==> src/hw/rtl/variable_range_memtype_table_assert.svh <==
// Assertion macros shared by the range table RTL.
// Both expect i_clk and i_rst_n in the scope where they are used.
`ifndef VARIABLE_RANGE_MEMTYPE_TABLE_ASSERT_SVH
`define VARIABLE_RANGE_MEMTYPE_TABLE_ASSERT_SVH

// Same-cycle implication
`define VRMT_ASSERT_NOW(lbl, ante, cons, msg) \
    lbl: assert property (@(posedge i_clk) disable iff (!i_rst_n) (ante) |-> (cons)) \
        else $error(msg);

// Next-cycle implication
`define VRMT_ASSERT_NEXT(lbl, ante, cons, msg) \
    lbl: assert property (@(posedge i_clk) disable iff (!i_rst_n) (ante) |=> (cons)) \
        else $error(msg);

`endif

==> src/hw/rtl/vrmt_pkg.sv <==
`default_nettype none

package vrmt_pkg;

    // Table geometry
    localparam int unsigned MAX_SLOTS_DEF = 8;
    localparam int unsigned ADDR_W        = 32;
    localparam int unsigned PAGE_LSB      = 12;
    localparam int unsigned PAGE_W        = ADDR_W - PAGE_LSB;
    localparam int unsigned MTYPE_W       = 8;

    // Operation modes
    typedef logic [1:0] t_mode;
    localparam t_mode MODE_CLAIM = 2'd0;
    localparam t_mode MODE_QUERY = 2'd1;
    localparam t_mode MODE_RAW   = 2'd2;

    // Result status codes
    typedef logic [2:0] t_status;
    localparam t_status ST_OK       = 3'd0;
    localparam t_status ST_UNSUP    = 3'd1;
    localparam t_status ST_NO_WC    = 3'd2;
    localparam t_status ST_NO_SLOT  = 3'd3;
    localparam t_status ST_DISABLED = 3'd4;
    localparam t_status ST_BAD_SLOT = 3'd5;

    // Memory types
    localparam logic [MTYPE_W-1:0] TYPE_UC = 8'h00;
    localparam logic [MTYPE_W-1:0] TYPE_WC = 8'h01;
    localparam logic [MTYPE_W-1:0] TYPE_WT = 8'h04;

    // Configuration register indexes
    localparam int unsigned CFG_IDX_W  = 3;
    localparam int unsigned CFG_DATA_W = 8;
    localparam logic [CFG_IDX_W-1:0] CFG_FEATURE    = 3'd0;
    localparam logic [CFG_IDX_W-1:0] CFG_SLOT_COUNT = 3'd1;
    localparam logic [CFG_IDX_W-1:0] CFG_WC_CAPABLE = 3'd2;
    localparam logic [CFG_IDX_W-1:0] CFG_EN_RESET   = 3'd3;
    localparam logic [CFG_IDX_W-1:0] CFG_DEFAULT    = 3'd4;

    // One stored range
    typedef struct packed {
        logic [MTYPE_W-1:0] mtype;
        logic [PAGE_W-1:0]  mask_page;
        logic [PAGE_W-1:0]  base_page;
    } t_entry;

    // Running resolution of a query walk
    typedef struct packed {
        logic               found;
        logic [MTYPE_W-1:0] eff;
    } t_acc;

endpackage

`default_nettype wire

==> src/hw/rtl/vrmt_ram.sv <==
`default_nettype none

// Simple dual-port RAM, one write and one registered read per cycle
module vrmt_ram #(
    parameter int unsigned WIDTH = 48,
    parameter int unsigned DEPTH = 8,
    localparam int unsigned AW = (DEPTH > 1) ? $clog2(DEPTH) : 1
) (
    input  wire logic             i_clk,
    input  wire logic             i_we,
    input  wire logic [AW-1:0]    i_waddr,
    input  wire logic [WIDTH-1:0] i_wdata,
    input  wire logic             i_re,
    input  wire logic [AW-1:0]    i_raddr,
    output logic      [WIDTH-1:0] o_rdata
);

    logic [WIDTH-1:0] r_mem [DEPTH];
    logic [WIDTH-1:0] r_rdata;

    always_ff @(posedge i_clk) begin
        if (i_we) begin
            r_mem[i_waddr] <= i_wdata;
        end
        if (i_re) begin
            r_rdata <= r_mem[i_raddr];
        end
    end

    assign o_rdata = r_rdata;

endmodule

`default_nettype wire

==> src/hw/rtl/vrmt_match.sv <==
`default_nettype none

// Slot match and type merge: one slot per use, shared across the walk
module vrmt_match (
    input  wire logic [vrmt_pkg::PAGE_W-1:0] i_apage,
    input  wire logic                        i_slot_vld,
    input  wire vrmt_pkg::t_entry            i_entry,
    input  wire vrmt_pkg::t_acc              i_acc,
    output vrmt_pkg::t_acc                   o_acc
);

    logic hit;

    // masked page compare
    assign hit = i_slot_vld &&
        ((i_apage & i_entry.mask_page) == (i_entry.base_page & i_entry.mask_page));

    // UC beats everything, then WT, otherwise first hit stands
    always_comb begin
        o_acc = i_acc;
        if (hit) begin
            if (!i_acc.found) begin
                o_acc.found = 1'b1;
                o_acc.eff   = i_entry.mtype;
            end else if (i_entry.mtype == vrmt_pkg::TYPE_UC ||
                         i_acc.eff == vrmt_pkg::TYPE_UC) begin
                o_acc.eff = vrmt_pkg::TYPE_UC;
            end else if (i_entry.mtype == vrmt_pkg::TYPE_WT ||
                         i_acc.eff == vrmt_pkg::TYPE_WT) begin
                o_acc.eff = vrmt_pkg::TYPE_WT;
            end
        end
    end

endmodule

`default_nettype wire

==> src/hw/rtl/variable_range_memtype_table.sv <==
`default_nettype none

// Variable memory-type range table. Mode 0 rounds the region size up to a
// power of two, aligns the base down and claims the first free slot as a
// write-combining range; mode 1 resolves the effective memory type of an
// address; mode 2 writes one slot directly. Only one word is in flight: the
// input stalls from accept until the result is loaded into the output
// register. A query walks the active slots one per cycle through the slot
// RAM read port and the shared match unit; a claim walks only up to the
// first free slot; a raw write or a word answered by status alone goes
// straight to the result. A waiting result does not block the next accept
// until the next result is due. Configuration writes are taken at any time
// but should only be issued while no word is in flight.
`include "variable_range_memtype_table_assert.svh"

module variable_range_memtype_table #(
    parameter int unsigned MAX_SLOTS = vrmt_pkg::MAX_SLOTS_DEF
) (
    input  wire logic        i_clk,
    input  wire logic        i_rst_n,
    // configuration
    input  wire logic                                i_cfg_we,
    input  wire logic [vrmt_pkg::CFG_IDX_W-1:0]      i_cfg_idx,
    input  wire logic [vrmt_pkg::CFG_DATA_W-1:0]     i_cfg_data,
    // input channel
    input  wire logic        i_valid,
    output logic             o_stall,
    input  wire logic [1:0]  i_mode,
    input  wire logic [31:0] i_address,
    input  wire logic [31:0] i_region_bytes,
    input  wire logic [2:0]  i_slot_index,
    input  wire logic [7:0]  i_type_code,
    input  wire logic [19:0] i_mask_page_bits,
    input  wire logic        i_valid_bit,
    // output channel
    output logic             o_valid,
    input  wire logic        i_stall,
    output logic [2:0]       o_status,
    output logic [2:0]       o_slot_used,
    output logic [7:0]       o_effective_type,
    output logic [31:0]      o_range_base,
    output logic [31:0]      o_rounded_size
);

    localparam int unsigned IDX_W = (MAX_SLOTS > 1) ? $clog2(MAX_SLOTS) : 1;
    localparam int unsigned CNT_W = $clog2(MAX_SLOTS + 1);
    localparam int unsigned CW    = (CNT_W > 4) ? CNT_W : 4;

    typedef enum logic [3:0] {
        S_IDLE = 4'b0001,
        S_PREP = 4'b0010,
        S_WALK = 4'b0100,
        S_DONE = 4'b1000
    } t_state;

    // round up to a power of two; zero rounds to one, above 2^31 wraps to zero
    function automatic logic [31:0] round_pow2(input logic [31:0] v);
        logic [31:0] t;
        begin
            t = v - 32'd1;
            t = t | (t >> 1);
            t = t | (t >> 2);
            t = t | (t >> 4);
            t = t | (t >> 8);
            t = t | (t >> 16);
            round_pow2 = (v == 32'd0) ? 32'd1 : t + 32'd1;
        end
    endfunction

    // control state
    t_state               r_state;
    logic [MAX_SLOTS-1:0] r_valid;
    logic                 r_forced_on;
    logic                 r_out_vld;
    logic                 r_feature;
    logic [3:0]           r_slot_count;
    logic                 r_wc;
    logic                 r_en_reset;
    logic [7:0]           r_default_type;

    // latched word and working registers
    vrmt_pkg::t_mode      r_mode;
    logic [31:0]          r_addr;
    logic [31:0]          r_bytes;
    logic [2:0]           r_sidx;
    logic [7:0]           r_tcode;
    logic [19:0]          r_mbits;
    logic                 r_vbit;
    logic [31:0]          r_rsize;
    logic [IDX_W-1:0]     r_idx;
    vrmt_pkg::t_acc       r_acc;
    vrmt_pkg::t_status    r_status;
    logic [2:0]           r_used;

    // output register
    vrmt_pkg::t_status    r_out_status;
    logic [2:0]           r_out_used;
    logic [7:0]           r_out_eff;
    logic [31:0]          r_out_abase;
    logic [31:0]          r_out_rsize;

    logic [CW-1:0]        sc_ext;
    logic [CW-1:0]        n_act;
    logic                 supported;
    logic                 idx_last;
    logic                 bad_slot;
    logic                 slot_free;
    logic                 claim_take;
    logic                 raw_prep;
    logic                 out_free;
    logic                 accept;
    logic [31:0]          size_mask;
    logic [31:0]          abase;
    logic [7:0]           query_eff;

    logic                 ram_we;
    logic [IDX_W-1:0]     ram_waddr;
    vrmt_pkg::t_entry     ram_wdata;
    logic                 ram_re;
    logic [IDX_W-1:0]     ram_raddr;
    vrmt_pkg::t_entry     ram_rdata;
    vrmt_pkg::t_acc       acc_next;

    // active slot count, saturated to the table size
    assign sc_ext    = CW'(r_slot_count);
    assign n_act     = (sc_ext > CW'(MAX_SLOTS)) ? CW'(MAX_SLOTS) : sc_ext;
    assign supported = r_feature && (n_act != '0);
    assign idx_last  = ((CW'(r_idx) + CW'(1)) == n_act);
    assign bad_slot  = (CW'(r_sidx) >= n_act);
    assign slot_free = !r_valid[r_idx];

    // claim hit during the walk, raw write in PREP
    assign claim_take = (r_state == S_WALK) && (r_mode == vrmt_pkg::MODE_CLAIM) && slot_free;
    assign raw_prep   = (r_state == S_PREP) && (r_mode == vrmt_pkg::MODE_RAW);

    // handshakes
    assign accept   = i_valid && !o_stall;
    assign out_free = !r_out_vld || !i_stall;
    assign o_stall  = (r_state != S_IDLE);

    // alignment from the registered rounded size
    assign size_mask = ~(r_rsize - 32'd1);
    assign abase     = r_addr & size_mask;
    assign query_eff = r_acc.found ? r_acc.eff : r_default_type;

    // slot RAM ports: raw write in PREP, claim write during the walk
    assign ram_we    = (raw_prep && !bad_slot) || claim_take;
    assign ram_waddr = (r_state == S_PREP) ? IDX_W'(r_sidx) : r_idx;

    always_comb begin
        if (r_state == S_PREP) begin
            ram_wdata.mtype     = r_tcode;
            ram_wdata.mask_page = r_mbits;
            ram_wdata.base_page = r_addr[31:vrmt_pkg::PAGE_LSB];
        end else begin
            ram_wdata.mtype     = vrmt_pkg::TYPE_WC;
            ram_wdata.mask_page = size_mask[31:vrmt_pkg::PAGE_LSB];
            ram_wdata.base_page = abase[31:vrmt_pkg::PAGE_LSB];
        end
    end

    // query reads run one slot ahead of the compare
    assign ram_re = (r_mode == vrmt_pkg::MODE_QUERY) &&
                    ((r_state == S_PREP) || (r_state == S_WALK && !idx_last));
    assign ram_raddr = (r_state == S_PREP) ? '0 : r_idx + IDX_W'(1);

    vrmt_ram #(
        .WIDTH ($bits(vrmt_pkg::t_entry)),
        .DEPTH (MAX_SLOTS)
    ) u_slot_ram (
        .i_clk   (i_clk),
        .i_we    (ram_we),
        .i_waddr (ram_waddr),
        .i_wdata (ram_wdata),
        .i_re    (ram_re),
        .i_raddr (ram_raddr),
        .o_rdata (ram_rdata)
    );

    vrmt_match u_match (
        .i_apage    (r_addr[31:vrmt_pkg::PAGE_LSB]),
        .i_slot_vld (r_valid[r_idx]),
        .i_entry    (ram_rdata),
        .i_acc      (r_acc),
        .o_acc      (acc_next)
    );

    // sequencer, valid bits, configuration
    always_ff @(posedge i_clk) begin
        if (!i_rst_n) begin
            r_state        <= S_IDLE;
            r_valid        <= '0;
            r_forced_on    <= 1'b0;
            r_out_vld      <= 1'b0;
            r_feature      <= 1'b1;
            r_slot_count   <= 4'd8;
            r_wc           <= 1'b1;
            r_en_reset     <= 1'b0;
            r_default_type <= 8'h00;
        end else begin
            if (i_cfg_we) begin
                case (i_cfg_idx)
                    vrmt_pkg::CFG_FEATURE:    r_feature      <= i_cfg_data[0];
                    vrmt_pkg::CFG_SLOT_COUNT: r_slot_count   <= i_cfg_data[3:0];
                    vrmt_pkg::CFG_WC_CAPABLE: r_wc           <= i_cfg_data[0];
                    vrmt_pkg::CFG_EN_RESET:   r_en_reset     <= i_cfg_data[0];
                    vrmt_pkg::CFG_DEFAULT:    r_default_type <= i_cfg_data;
                    default: ;
                endcase
            end

            // output word: load from DONE, drop once taken
            if (r_state == S_DONE && out_free) begin
                r_out_vld <= 1'b1;
            end else if (!i_stall) begin
                r_out_vld <= 1'b0;
            end

            case (r_state)
                S_IDLE: begin
                    if (accept) begin
                        r_state <= S_PREP;
                    end
                end
                S_PREP: begin
                    case (r_mode)
                        vrmt_pkg::MODE_CLAIM: begin
                            r_state <= (supported && r_wc) ? S_WALK : S_DONE;
                        end
                        vrmt_pkg::MODE_QUERY: begin
                            r_state <= (supported && (r_en_reset || r_forced_on)) ?
                                       S_WALK : S_DONE;
                        end
                        vrmt_pkg::MODE_RAW: begin
                            if (!bad_slot) begin
                                r_valid[IDX_W'(r_sidx)] <= r_vbit;
                            end
                            r_state <= S_DONE;
                        end
                        default: r_state <= S_DONE;
                    endcase
                end
                S_WALK: begin
                    if (r_mode == vrmt_pkg::MODE_CLAIM && slot_free) begin
                        r_valid[r_idx] <= 1'b1;
                        r_forced_on    <= 1'b1;
                        r_state        <= S_DONE;
                    end else if (idx_last) begin
                        r_state <= S_DONE;
                    end
                end
                S_DONE: begin
                    if (out_free) begin
                        r_state <= S_IDLE;
                    end
                end
                default: r_state <= S_IDLE;
            endcase
        end
    end

    // working registers and output word
    always_ff @(posedge i_clk) begin
        case (r_state)
            S_IDLE: begin
                if (accept) begin
                    r_mode  <= i_mode;
                    r_addr  <= i_address;
                    r_bytes <= i_region_bytes;
                    r_sidx  <= i_slot_index;
                    r_tcode <= i_type_code;
                    r_mbits <= i_mask_page_bits;
                    r_vbit  <= i_valid_bit;
                end
            end
            S_PREP: begin
                r_rsize <= round_pow2(r_bytes);
                r_idx   <= '0;
                r_acc   <= '0;
                r_used  <= (r_mode == vrmt_pkg::MODE_RAW && !bad_slot) ? r_sidx : 3'd0;
                case (r_mode)
                    vrmt_pkg::MODE_CLAIM: begin
                        r_status <= !supported ? vrmt_pkg::ST_UNSUP :
                                    !r_wc      ? vrmt_pkg::ST_NO_WC :
                                                 vrmt_pkg::ST_NO_SLOT;
                    end
                    vrmt_pkg::MODE_QUERY: begin
                        r_status <= !supported                   ? vrmt_pkg::ST_UNSUP :
                                    !(r_en_reset || r_forced_on) ? vrmt_pkg::ST_DISABLED :
                                                                   vrmt_pkg::ST_OK;
                    end
                    vrmt_pkg::MODE_RAW: begin
                        r_status <= bad_slot ? vrmt_pkg::ST_BAD_SLOT : vrmt_pkg::ST_OK;
                    end
                    default: r_status <= vrmt_pkg::ST_UNSUP;
                endcase
            end
            S_WALK: begin
                r_idx <= r_idx + IDX_W'(1);
                if (r_mode == vrmt_pkg::MODE_CLAIM) begin
                    if (slot_free) begin
                        r_status <= vrmt_pkg::ST_OK;
                        r_used   <= 3'(r_idx);
                    end
                end else begin
                    r_acc <= acc_next;
                end
            end
            S_DONE: begin
                if (out_free) begin
                    r_out_status <= r_status;
                    r_out_used   <= r_used;
                    r_out_eff    <= (r_mode == vrmt_pkg::MODE_QUERY &&
                                     r_status == vrmt_pkg::ST_OK) ? query_eff : 8'h00;
                    r_out_abase  <= (r_mode == vrmt_pkg::MODE_CLAIM) ? abase : 32'd0;
                    r_out_rsize  <= (r_mode == vrmt_pkg::MODE_CLAIM) ? r_rsize : 32'd0;
                end
            end
            default: ;
        endcase
    end

    assign o_valid          = r_out_vld;
    assign o_status         = r_out_status;
    assign o_slot_used      = r_out_used;
    assign o_effective_type = r_out_eff;
    assign o_range_base     = r_out_abase;
    assign o_rounded_size   = r_out_rsize;

    // checks
    `VRMT_ASSERT_NEXT(a_accept_to_prep, accept, r_state == S_PREP, "accept did not enter PREP")
    `VRMT_ASSERT_NEXT(a_out_in_done, !r_out_vld && (r_state != S_DONE), !r_out_vld, "early result")
    `VRMT_ASSERT_NEXT(a_claim_enables, claim_take, r_forced_on, "claim left ranges disabled")
    `VRMT_ASSERT_NEXT(a_bad_slot, raw_prep && bad_slot, $stable(r_valid), "bad slot changed valid")

endmodule

`default_nettype wire
==> config.mk <==
export PLATFORM = sky130hd
export DESIGN_NAME = variable_range_memtype_table
export DESIGN_NICKNAME = d
export VERILOG_FILES = /design/src/hw/rtl/vrmt_pkg.sv /design/src/hw/rtl/vrmt_ram.sv /design/src/hw/rtl/vrmt_match.sv /design/src/hw/rtl/variable_range_memtype_table.sv
export VERILOG_INCLUDE_DIRS = /design/src /design/src/hw/rtl
export SDC_FILE = /design/constraint.sdc
export NUM_CORES = 1
export LEC_CHECK = 0
export BUFFER_PORTS_ARGS = -buffer_cell sky130_fd_sc_hd__clkbuf_2
export CAP_MARGIN = 0
export CORE_MARGIN = 5
export CORE_UTILIZATION = 40
export CTS_CLUSTER_SIZE = 24
export DETAILED_ROUTE_END_ITERATION = 8
export SLEW_MARGIN = 25
export SYNTH_ARGS = -nofsm -noshare
export SYNTH_HDL_FRONTEND = slang
export SYNTH_SLANG_ARGS = --single-unit
export TNS_END_PERCENT = 10
==> constraint.sdc <==
create_clock -name i_clk -period 8.61 [get_ports i_clk]
set_clock_uncertainty 0.2 [all_clocks]
set_input_delay 1.722 -clock i_clk [delete_from_list [all_inputs] [get_ports i_clk]]
set_output_delay 1.722 -clock i_clk [all_outputs]
set_load 0.1 [all_outputs]
# After elaboration in Yosys (flattened, before gate mapping)
# Memory sizes are Yosys's and may differ from the RTL's. A register that Yosys moved wholly into a read port is not among the register bits.
# Cells that the tools add are included.
word_totals:
  mem_count: 1
  ram_bits: 384
  register_bits: 255
  in_bits: 114
  output_inout_bits: 80
  word_cells: 174
mem_list:
  columns: ["memory", "depth", "word_bits", "rd", "rd_clocked_by_memory_dff", "write_ports", "line_no", "source"]
  rows:
  - ["u_slot_ram.r_mem", 8, 48, 1, 1, 1, "vrmt_ram.sv:18", "logic [WIDTH-1:0] r_mem [DEPTH];"]
classes:
  order_cmp: 6
  n_reduce_logical: 50
  eq_ne: 27
  n_mux: 48
  addsub: 5
  n_bitwise: 10
ops:
  columns: ["operator", "n"]
  rows:
  - ["32-bit by 1-bit subtractor with 32-bit output (second input constant)", 2]
  - ["8-bit 2-to-1 mux", 7]
  - ["48-bit 2-to-1 mux", 1]
  - ["20-bit bitwise AND", 2]
  - ["32-bit by 1-bit adder with 32-bit output (second input constant)", 1]
  - ["32-bit bitwise AND", 1]
  - ["32-bit zero test", 1]
  - ["32-bit inverter", 1]
  - ["32-bit by 16-bit OR with 32-bit output", 1]
  - ["32-bit by 24-bit OR with 32-bit output", 1]
  - ["32-bit by 28-bit OR with 32-bit output", 1]
  - ["32-bit by 30-bit OR with 32-bit output", 1]
  - ["32-bit by 31-bit OR with 32-bit output", 1]
  - ["3-bit 2-to-1 mux", 10]
  - ["4-bit 2-to-1 mux", 7]
  - ["20-bit == test", 1]
  - ["9-bit 2-to-1 mux", 2]
  - ["3-bit case mux with 2 select lines", 3]
  - ["9-bit case mux with 2 select lines", 1]
  - ["1-bit logical AND", 17]
  - ["8-bit by 3-bit == test with 1-bit output (second input constant)", 2]
  - ["8-bit zero test", 2]
  - ["4-bit case mux with 4 select lines", 1]
  - ["8-bit case mux with 2 select lines", 1]
  - ["other kinds (38)", 78]

# Depth between registers and ports, before layout
# Gate-level depths: netlist of run 1.
depth:
  ltp_word: 8
  mapped_depth: 16
  ltp_nobuf: 15

# Hierarchy
# Synthesis of run 1 repeated with hierarchy kept, for this count alone.
unflattened:
  cells_unflattened: 1730
  hier_area_um2: 28800.1
by_module_without_submodules:
  columns: ["mod", "seq_area_each_um2", "area_each_um2", "instances", "cells_each"]
  rows:
  - ["vrmt_ram", 12972.4, 16100.4, 1, 616]
  - ["variable_range_memtype_table", 7367.1, 12273.0, 1, 1059]
  - ["vrmt_match", 0.0, 426.7, 1, 55]

# Worst setup path before layout of run 1
# OpenSTA, ideal clock, no wires.
synth_timing:
  kind: "in2reg"
  start: "in i_stall"
  end: "reg r_out_eff[0], in the netlist o_effective_type[0] (enable)"
  arrival_ns: 5.520
  path_slack_ns: 2.350
  setup_ns: 0.540
  n_path_buf: 0
  cell_stages: 1
  t_required_ns: 7.870
  cell_sequence: "a21oi_1"
synth_via:
  elab_chain_len: 3
synth_rtl:
  columns: ["element", "line_no", "source"]
  rows:
  - ["start: declaration", "variable_range_memtype_table.sv:37", "input wire logic i_stall,"]
  - ["1-bit zero test", null, null]
  - ["1-bit logical OR", "variable_range_memtype_table.sv:138", "assign out_free = !r_out_vld || !i_stall;"]
  - ["2-bit AND reduction (no line)", null, null]
  - ["end signal: assignment", "variable_range_memtype_table.sv:313", "r_out_eff <= (r_mode == vrmt_pkg::MODE_QUERY &&"]
  - ["end: declaration", "variable_range_memtype_table.sv:98", "logic [7:0] r_out_eff;"]
# No other way between the ends.
# A chain may end at the register's enable or synchronous reset.

# Final worst setup path of run 1
layout_timing:
  start: "reg r_bytes[3]"
  end: "reg r_rsize[16], data pin"
layout_via:
  elab_chain_len: 7
  word_cells_on_any_way: 8
  cone_classes: "2 x add/sub; 5 x bitwise; 1 x reduce/logical"
layout_rtl:
  columns: ["element", "line_no", "source"]
  rows:
  - ["start: declaration", "variable_range_memtype_table.sv:84", "logic [31:0] r_bytes;"]
  - ["start signal: assignment", "variable_range_memtype_table.sv:269", "r_bytes <= i_region_bytes;"]
  - ["32-bit by 1-bit subtractor with 32-bit output", "variable_range_memtype_table.sv:60", "t = v - 32'd1;"]
  - ["32-bit by 31-bit OR with 32-bit output", "variable_range_memtype_table.sv:61", "t = t | (t >> 1);"]
  - ["32-bit by 30-bit OR with 32-bit output", "variable_range_memtype_table.sv:62", "t = t | (t >> 2);"]
  - ["32-bit by 28-bit OR with 32-bit output", "variable_range_memtype_table.sv:63", "t = t | (t >> 4);"]
  - ["32-bit by 24-bit OR with 32-bit output", "variable_range_memtype_table.sv:64", "t = t | (t >> 8);"]
  - ["32-bit by 16-bit OR with 32-bit output", "variable_range_memtype_table.sv:65", "t = t | (t >> 16);"]
  - ["32-bit by 1-bit adder with 32-bit output", "variable_range_memtype_table.sv:66", "round_pow2 = (v == 32'd0) ? 32'd1 : t + 32'd1;"]
  - ["end signal: assignment", "variable_range_memtype_table.sv:277", "r_rsize <= round_pow2(r_bytes);"]
  - ["end: declaration", "variable_range_memtype_table.sv:89", "logic [31:0] r_rsize;"]
# Parallel ways exist; a longest one is shown, timed or not.

==> results of run 1 <==
-- state kept, by name, summed over array words and instances, names as in the netlist, 2 cells and up --
name                flops
r_addr                 32
r_rsize                32
r_valid                 8
r_status                3
o_slot_used             3
r_acc                   9
r_sidx                  3
r_mbits                20
o_range_base           32
r_state                 4
r_mode                  2
r_bytes                32
r_used                  3
r_default_type          8
u_slot_ram.r_mem      384
r_slot_count            4
o_effective_type        8
o_status                3
o_rounded_size         32
r_idx                   3
r_tcode                 8
u_slot_ram.o_rdata     48
-- worst max path at each step --
stage	from	to	slack [ns]	cells after the start
global route	r_bytes[2]	r_rsize[16]	1.91	13
floorplan	i_stall	o_effective_type[0]	2.35	1
global placement	r_bytes[5]	r_rsize[16]	2.53	13
detailed placement	r_bytes[5]	r_rsize[16]	2.36	13
finish	r_bytes[3]	r_rsize[16]	2.55	13
CTS	r_bytes[5]	r_rsize[16]	2.31	13
-- cells in the mapped netlist, drive strengths merged (13+ instances only) --
| library cell | instances |
|---|---|
| edfxtp | 658 |
| nand2 | 487 |
| o21ai | 171 |
| a21oi | 131 |
| clkbuf | 126 |
| nor2 | 84 |
| nand3 | 72 |
| and2 | 54 |
| nor3 | 50 |
| o211ai | 50 |
| mux2i | 38 |
| xor2 | 38 |
| and3 | 33 |
| dfxtp | 29 |
| xnor2 | 29 |
| nor4 | 27 |
| o21a | 26 |
| nor2b | 21 |
| or3 | 17 |
| inv | 15 |
| nand2b | 15 |
| nand4 | 15 |
| nand3b | 13 |
-- worst reg2reg max path, stage by stage (launching register included) --
cell and delay, ns:
edfxtp_1 0.53, nor3_1 0.66, nand4_1 0.69, o21ai_0 0.35, nor4b_1 0.70, nand4_1 0.53
nor4_1 0.81, and4_1 0.34, nand2_1 0.07, ha_1 0.35, clkinv_1 0.23, nor2_1 0.08
mux2i_1 0.17, nor2_1 0.07
-- power by group through the flow --
stage	Sequential [mW]	Clock, mW	Combinational [mW]
detailed placement	4.21	0	1.29
global route	4.16	3.30	1.41
CTS	4.14	3.16	1.29
global placement	4.20	0	1.26
finish	4.14	3.09	1.28
floorplan	4.26	0	0.801
-- per-stage QoR --
stage / worst slack, ns / util (%) / hold slack (ns)
global route: 1.914 / 46.13 / 0.2300
finish: 2.547 / 46.13 / 0.2235
CTS: 2.307 / 46.09 / 0.2237
global placement: 2.530 / 42.78 / 0.2392
detailed placement: 2.357 / 42.80 / 0.2173
floorplan: 2.350 / - / 0.2003
-- layout make-up --
type                            count  area (um^2)  share of cell area (%)
Timing Repair Buffer              219         1185                   3.538
Multi-Input combinational cell   1501         8307                   24.81
Inverter                           17        68.82                  0.2055
Tap cell                          959         1200                   3.583
Clock buffer                       94         2053                   6.132
Clock inverter                     43        332.8                  0.9939
Sequential cell                   687        20340                   60.74
-- kinds of logic (layout without fill, tap and decap cells) --
group / after synthesis / in the layout / synth area share [%]
flops: 687 / 687 / 69.85
xor+xnor: 67 / 67 / 2.015
compound gates: 440 / 440 / 8.938
simple gates: 940 / 940 / 15.22
buf+inv: 155 / 373 / 2.015
fa+ha+maj: 8 / 8 / 0.3438
mux: 46 / 46 / 1.616
-- layer usage --
layer | GRT usage [%] | part of all wire (%)
met5 | 0 | 0.022
met4 | 5.539 | 2.5
met3 | 3.034 | 5.6
met2 | 31.71 | 49
met1 | 25.43 | 43
==> flow_summary.yaml, run 1 <==
status:
  status: "complete, no violations"
synthesis:
  avgSynthCellArea_um2: 12.43
  synth_edf_count: 658
  synth_top_area_share_pct: 67.86
  netlist_instances: 2343
  ys_seq_area_share_pct: 69.85
  ys_async_sr_fraction_pct: 0
  synth_area_um2: 29120
  synth_top_area_cell: "edfxtp_1"
  synth.distinct_cells: 66
  syn_nets: 2465
  synth_area_leaders: "edfxtp_1 68%, nand2_1 6.3%, o21ai_0 2.9%"
  synthFlopType: "edfxtp_1"
  synth_seq_cells: 687
  yosys_warnings: 0
worst_setup_path:
  reg2reg_slack_ns: 2.55
  crit_path_start_kind: "register"
  reg2reg_from: "r_bytes[3]"
  crit_chain: "nor3_1 > nand4_1 > o21ai_0 > nor4b_1 > nand4_1 > nor4_1 > and4_1 > nand2_1 > ha_1 > clkinv_1 > nor2_1 > mux2i_1 > nor2_1"
  cp_max_fo: 16
  path_class: "reg -> reg"
  ff2ff_path_depth: 13
  cpPeakStageDelay_ns: 0.81
  r2r-end: "r_rsize[16]"
  worst-path-buf-inv: 1
  cp.required_ns: 8.73
  end_kind: "register"
  path_delay_family: "simple AND/OR/NAND/NOR gates"
  cpMaxStageDelayCell: "nor4_1"
  worstPathArrival_ns: 6.18
cts:
  post_cts_buffers: 0
  cts_buffers: 76
  cts_buffer_depth: 3
  clock_latency_ns: 0.61
  cts_htree_levels: 3
  cts_tree: "built"
  cts_sinks: 687
  post_cts_resized: 0
  clkTransAtPathRegs_ns: 0.06
  cts-root-buf: "clkbuf_16"
  ctsHoldBuffers: 0
floorplanning:
  dieArea_um2: 78290
  pin_count: 194
  core_area_um2: 72590
  rows: 99
  start_util_pct: 40.11
  die_h_um: 279.8
  die_w_um: 279.8
power_and_ir_drop:
  pwr-share-seq_pct: 48.6
  power_mw: 8.515
  p_leak_nw: 11.66
  irDropWorstVdd_uv: 152.4
  clock_power_share_pct: 36.3
  combPwrFrac_pct: 15.0
  swShare_pct: 28.29
  p_per_area_nw_per_um2: 254.3
  netSwitchingPower_mw: 2.409
  internal-power_mw: 6.106
cells_and_area:
  area_delta_synth_final_pct: 15.00
  postLayoutCellArea_um2: 33490
  fill_cells: 6531
  diodes: 0
  fin_cells: 3520
  final_cell_mix: "658 x edfxtp_1, 486 x nand2_1, 193 x clkbuf_2"
  final_common_cell: "edfxtp_1"
  layout.nets: 2624
  drive_above_1_share_pct: 14.88
place:
  dp_cells: 3382
  dp_hpwl_um: 46410
  placed_area_um2: 31070
  port_buffers: 193
  gp_congestion: 0.8474
routing:
  first_pass_iters: 6
  ant_nets: 0
  drc_errors: 0
  viasPerCell: 5.410
  drt_iter0_drc: 1498
  wire_per_inst_um: 21.49
  totalWireLength_um: 75650
  num_vias: 19042
global_routing:
  grt_pass1_vias: 18610
  antenna_found_initial: 1
  grt_overflow: 0
  grt_max_degree: 97
  grt_pass1_wl_um: 113600
  grt.total_usage_pct: 18.83
timing:
  period_needed_ns: 6.063
  tightest_slew_ns: 1.004
  finalSetupViolCount: 0
  setup_tns_ns: 0
  slew_viol_final: 0
  finalCritPeriodShare_pct: 70.41
  slew_headroom_pct: 33.06
  timing.fmax_ghz: 0.1649
  grt_setup_unrepaired: "false"
  hold_violations: 0
min_path:
  whs_endpoint: "o_slot_used[0]"
  holdPathStages: 0
  hold_class: "reg -> reg"
  min_from: "r_used[0]"
run:
  maxCapViolations: 0
Power figures use the tool's default switching activity.
==> inputs of run 2 (changes only) <==
--- a/config.mk
+++ b/config.mk
@@ -6,6 +6,7 @@
 export SDC_FILE = /design/constraint.sdc
 export NUM_CORES = 1
 export LEC_CHECK = 0
+export ABC_AREA = 1
 export BUFFER_PORTS_ARGS = -buffer_cell sky130_fd_sc_hd__clkbuf_2
 export CAP_MARGIN = 0
 export CORE_MARGIN = 5
==> constraint.sdc (replaced) <==
create_clock -name i_clk -period 5.2 [get_ports i_clk]
set_clock_uncertainty 0.2 [all_clocks]
set_input_delay 1.04 -clock i_clk [delete_from_list [all_inputs] [get_ports i_clk]]
set_output_delay 1.04 -clock i_clk [all_outputs]
set_load 0.1 [all_outputs]
==> run 2 against run 1 <==
  * Core utilization rose by 0.42 points
  * Die area rose by 0.32%
  * Wire length fell by 0.41%
  * Via count rose by 3.2%
  * Sequential power rose by 51%
  * Critical path depth rose by 1
  * Largest power group unchanged
  * Area after synthesis rose by 0.34%
  * Non-clock buffer count rose by 1
  * Maximum frequency rose by 42%
==> flow_summary.yaml, run 2 <==
cts:
  cts_tree: "built"
  clock_latency_ns: 0.62
  ctsHoldBuffers: 0
  cts_buffer_depth: 3
  cts-root-buf: "clkbuf_16"
  cts_sinks: 687
  cts_buffers: 74
  post_cts_buffers: 0
  clkTransAtPathRegs_ns: 0.06
  post_cts_resized: 0
  cts_htree_levels: 3
floorplanning:
  rows: 99
  core_area_um2: 72710
  die_h_um: 280.3
  pin_count: 194
  start_util_pct: 40.18
  die_w_um: 280.3
  dieArea_um2: 78540
global_routing:
  grt_overflow: 0
  grt_pass1_wl_um: 114400
  antenna_found_initial: 1
  grt_max_degree: 193
  grt.total_usage_pct: 18.72
  grt_pass1_vias: 19366
synthesis:
  synth_area_um2: 29220
  syn_nets: 2635
  synthFlopType: "edfxtp_1"
  synth_area_leaders: "edfxtp_1 68%, nor2_1 5.8%, nand2_1 3.9%"
  avgSynthCellArea_um2: 11.63
  synth_seq_cells: 687
  synth.distinct_cells: 50
  synth_commonest_cells: "658 x edfxtp_1, 448 x nor2_1, 302 x nand2_1"
  synth_top_area_share_pct: 67.63
  ys_seq_area_share_pct: 69.62
  yosys_warnings: 0
  netlist_instances: 2513
  yosys.cell_count.top_type: "edfxtp_1"
  synth_top_area_cell: "edfxtp_1"
  ys_async_sr_fraction_pct: 0
  synth_edf_count: 658
worst_setup_path:
  reg2reg_slack_ns: 0.92
  end_kind: "register"
  crit_path_start_kind: "register"
  path_delay_family: "simple AND/OR/NAND/NOR gates"
  worstPathArrival_ns: 4.36
  cpPeakStageDelay_ns: 0.60
  worst-path-buf-inv: 1
  r2r-end: "u_slot_ram.r_mem[6][13]"
  cp_max_fo: 31
  cp.required_ns: 5.29
  reg2reg_from: "r_slot_count[0]"
  cpMaxStageDelayCell: "nor2_4"
  crit_chain: "nor2_1 > nand2_1 > a21boi_0 > ha_1 > o21ai_0 > nand2_1 > a21oi_1 > nor2_1 > nor3_1 > nand2_1 > nand2_1 > nand3_1 > nor2_4 > buf_12"
  cp_common_cell: "nand2_1"
  ff2ff_path_depth: 14
  path_class: "reg -> reg"
min_path:
  holdPathStages: 0
  min_from: "r_used[2]"
  hold_class: "reg -> reg"
  whs_endpoint: "o_slot_used[2]"
cells_and_area:
  layout.nets: 2832
  final_cell_mix: "658 x edfxtp_1, 434 x nor2_1, 302 x nand2_1"
  postLayoutCellArea_um2: 33850
  largest_reg_flops: 384
  final_common_cell: "edfxtp_1"
  fill_cells: 6535
  drive_above_1_share_pct: 16.91
  area_delta_synth_final_pct: 15.86
  top_register: "u_slot_ram.r_mem"
routing:
  drc_errors: 0
  ant_nets: 0
  wire_per_inst_um: 20.21
  totalWireLength_um: 75350
  first_pass_iters: 5
  drt_iter0_drc: 1684
  num_vias: 19658
  viasPerCell: 5.273
place:
  gp_congestion: 0.8943
  dp_hpwl_um: 49330
  port_buffers: 193
  pre_cts_slack_ns: 0.9303
  placed_area_um2: 31450
timing:
  fin_ws_ns: 0.9249
  period_needed_ns: 4.275
  tightest_slew_ns: 1.110
  finalSetupViolCount: 0
  hold_violations: 0
  slew_viol_final: 0
  slew_headroom_pct: 26.01
  hold-worst-slack_ns: 0.2298
  timing.fmax_ghz: 0.2339
  finalCritPeriodShare_pct: 82.21
  setup_tns_ns: 0
  grt_setup_unrepaired: "false"
status:
  status: "complete, no violations"
power_and_ir_drop:
  p_leak_nw: 12.22
  irDropWorstVdd_uv: 425.3
  p_per_area_nw_per_um2: 359.0
run:
  maxCapViolations: 0
## run 2: power by group
group	switching (mW)	internal [mW]
Sequential	0.0822	6.17
Combinational	0.487	0.196
Clock	2.19	3.03
## run 2: layout make-up
type / count / area, um^2 / area share, %
multi-input combinational: 1524 / 7848 / 23.18
antenna: 1 / 2.502 / 0.007393
inverter: 203 / 765.7 / 2.262
tap: 959 / 1200 / 3.545
timing repair buffer: 220 / 1294 / 3.822
sequential: 687 / 20340 / 60.09
clock buffer: 87 / 1932 / 5.707
clock inverter: 47 / 467.9 / 1.382
## run 2: per-layer routing
layer  wire length [um]  vias up  part of all wire [%]  GRT usage (%)
li1                   -     9324                     -              -
met1              32450     9597                    43          25.16
met2              36000      611                    48          31.18
met3               4675      124                   6.2          3.545
met4               2207        2                   2.9          5.627
met5                 13        -                 0.017              0
## run 2: metrics by stage
stage,total power [mW],util [%],std cells
2_1_floorplan,6.778,-,2513
3_5_place_dp,7.059,43.25,3593
6_report,12.15,46.55,3728
4_1_cts,12.28,46.55,3727
5_1_grt,12.57,46.55,3727
3_3_place_gp,7.047,43.25,3593
## run 2: worst max-delay path by stage
stage	from	endpoint	slack, ns	cells past startpoint
after floorplan	r_state[2]	u_slot_ram.o_rdata[0]	-0.28	7
after global placement	r_slot_count[0]	u_slot_ram.r_mem[6][13]	0.85	14
after detailed placement	r_slot_count[0]	u_slot_ram.r_mem[6][9]	0.93	14
after CTS	r_slot_count[0]	u_slot_ram.r_mem[6][9]	0.91	14
after global routing	r_slot_count[0]	u_slot_ram.r_mem[6][9]	0.47	14
final	r_slot_count[0]	u_slot_ram.r_mem[6][13]	0.92	14
## run 2: cells by family (layout without fill, tap and decap cells)
| family | count (synthesis) | in the layout | share of synthesized area [%] |
|---|---|---|---|
| xor gates and xnor gates | 26 | 26 | 0.7794 |
| adders and majority gates | 8 | 8 | 0.3426 |
| other | 0 | 1 | 0 |
| buffers and inverters | 302 | 557 | 3.940 |
| and+or+nand+nor | 1038 | 1038 | 15.70 |
| DFF | 687 | 687 | 69.62 |
| AOI/OAI and AO/OA | 452 | 452 | 9.619 |
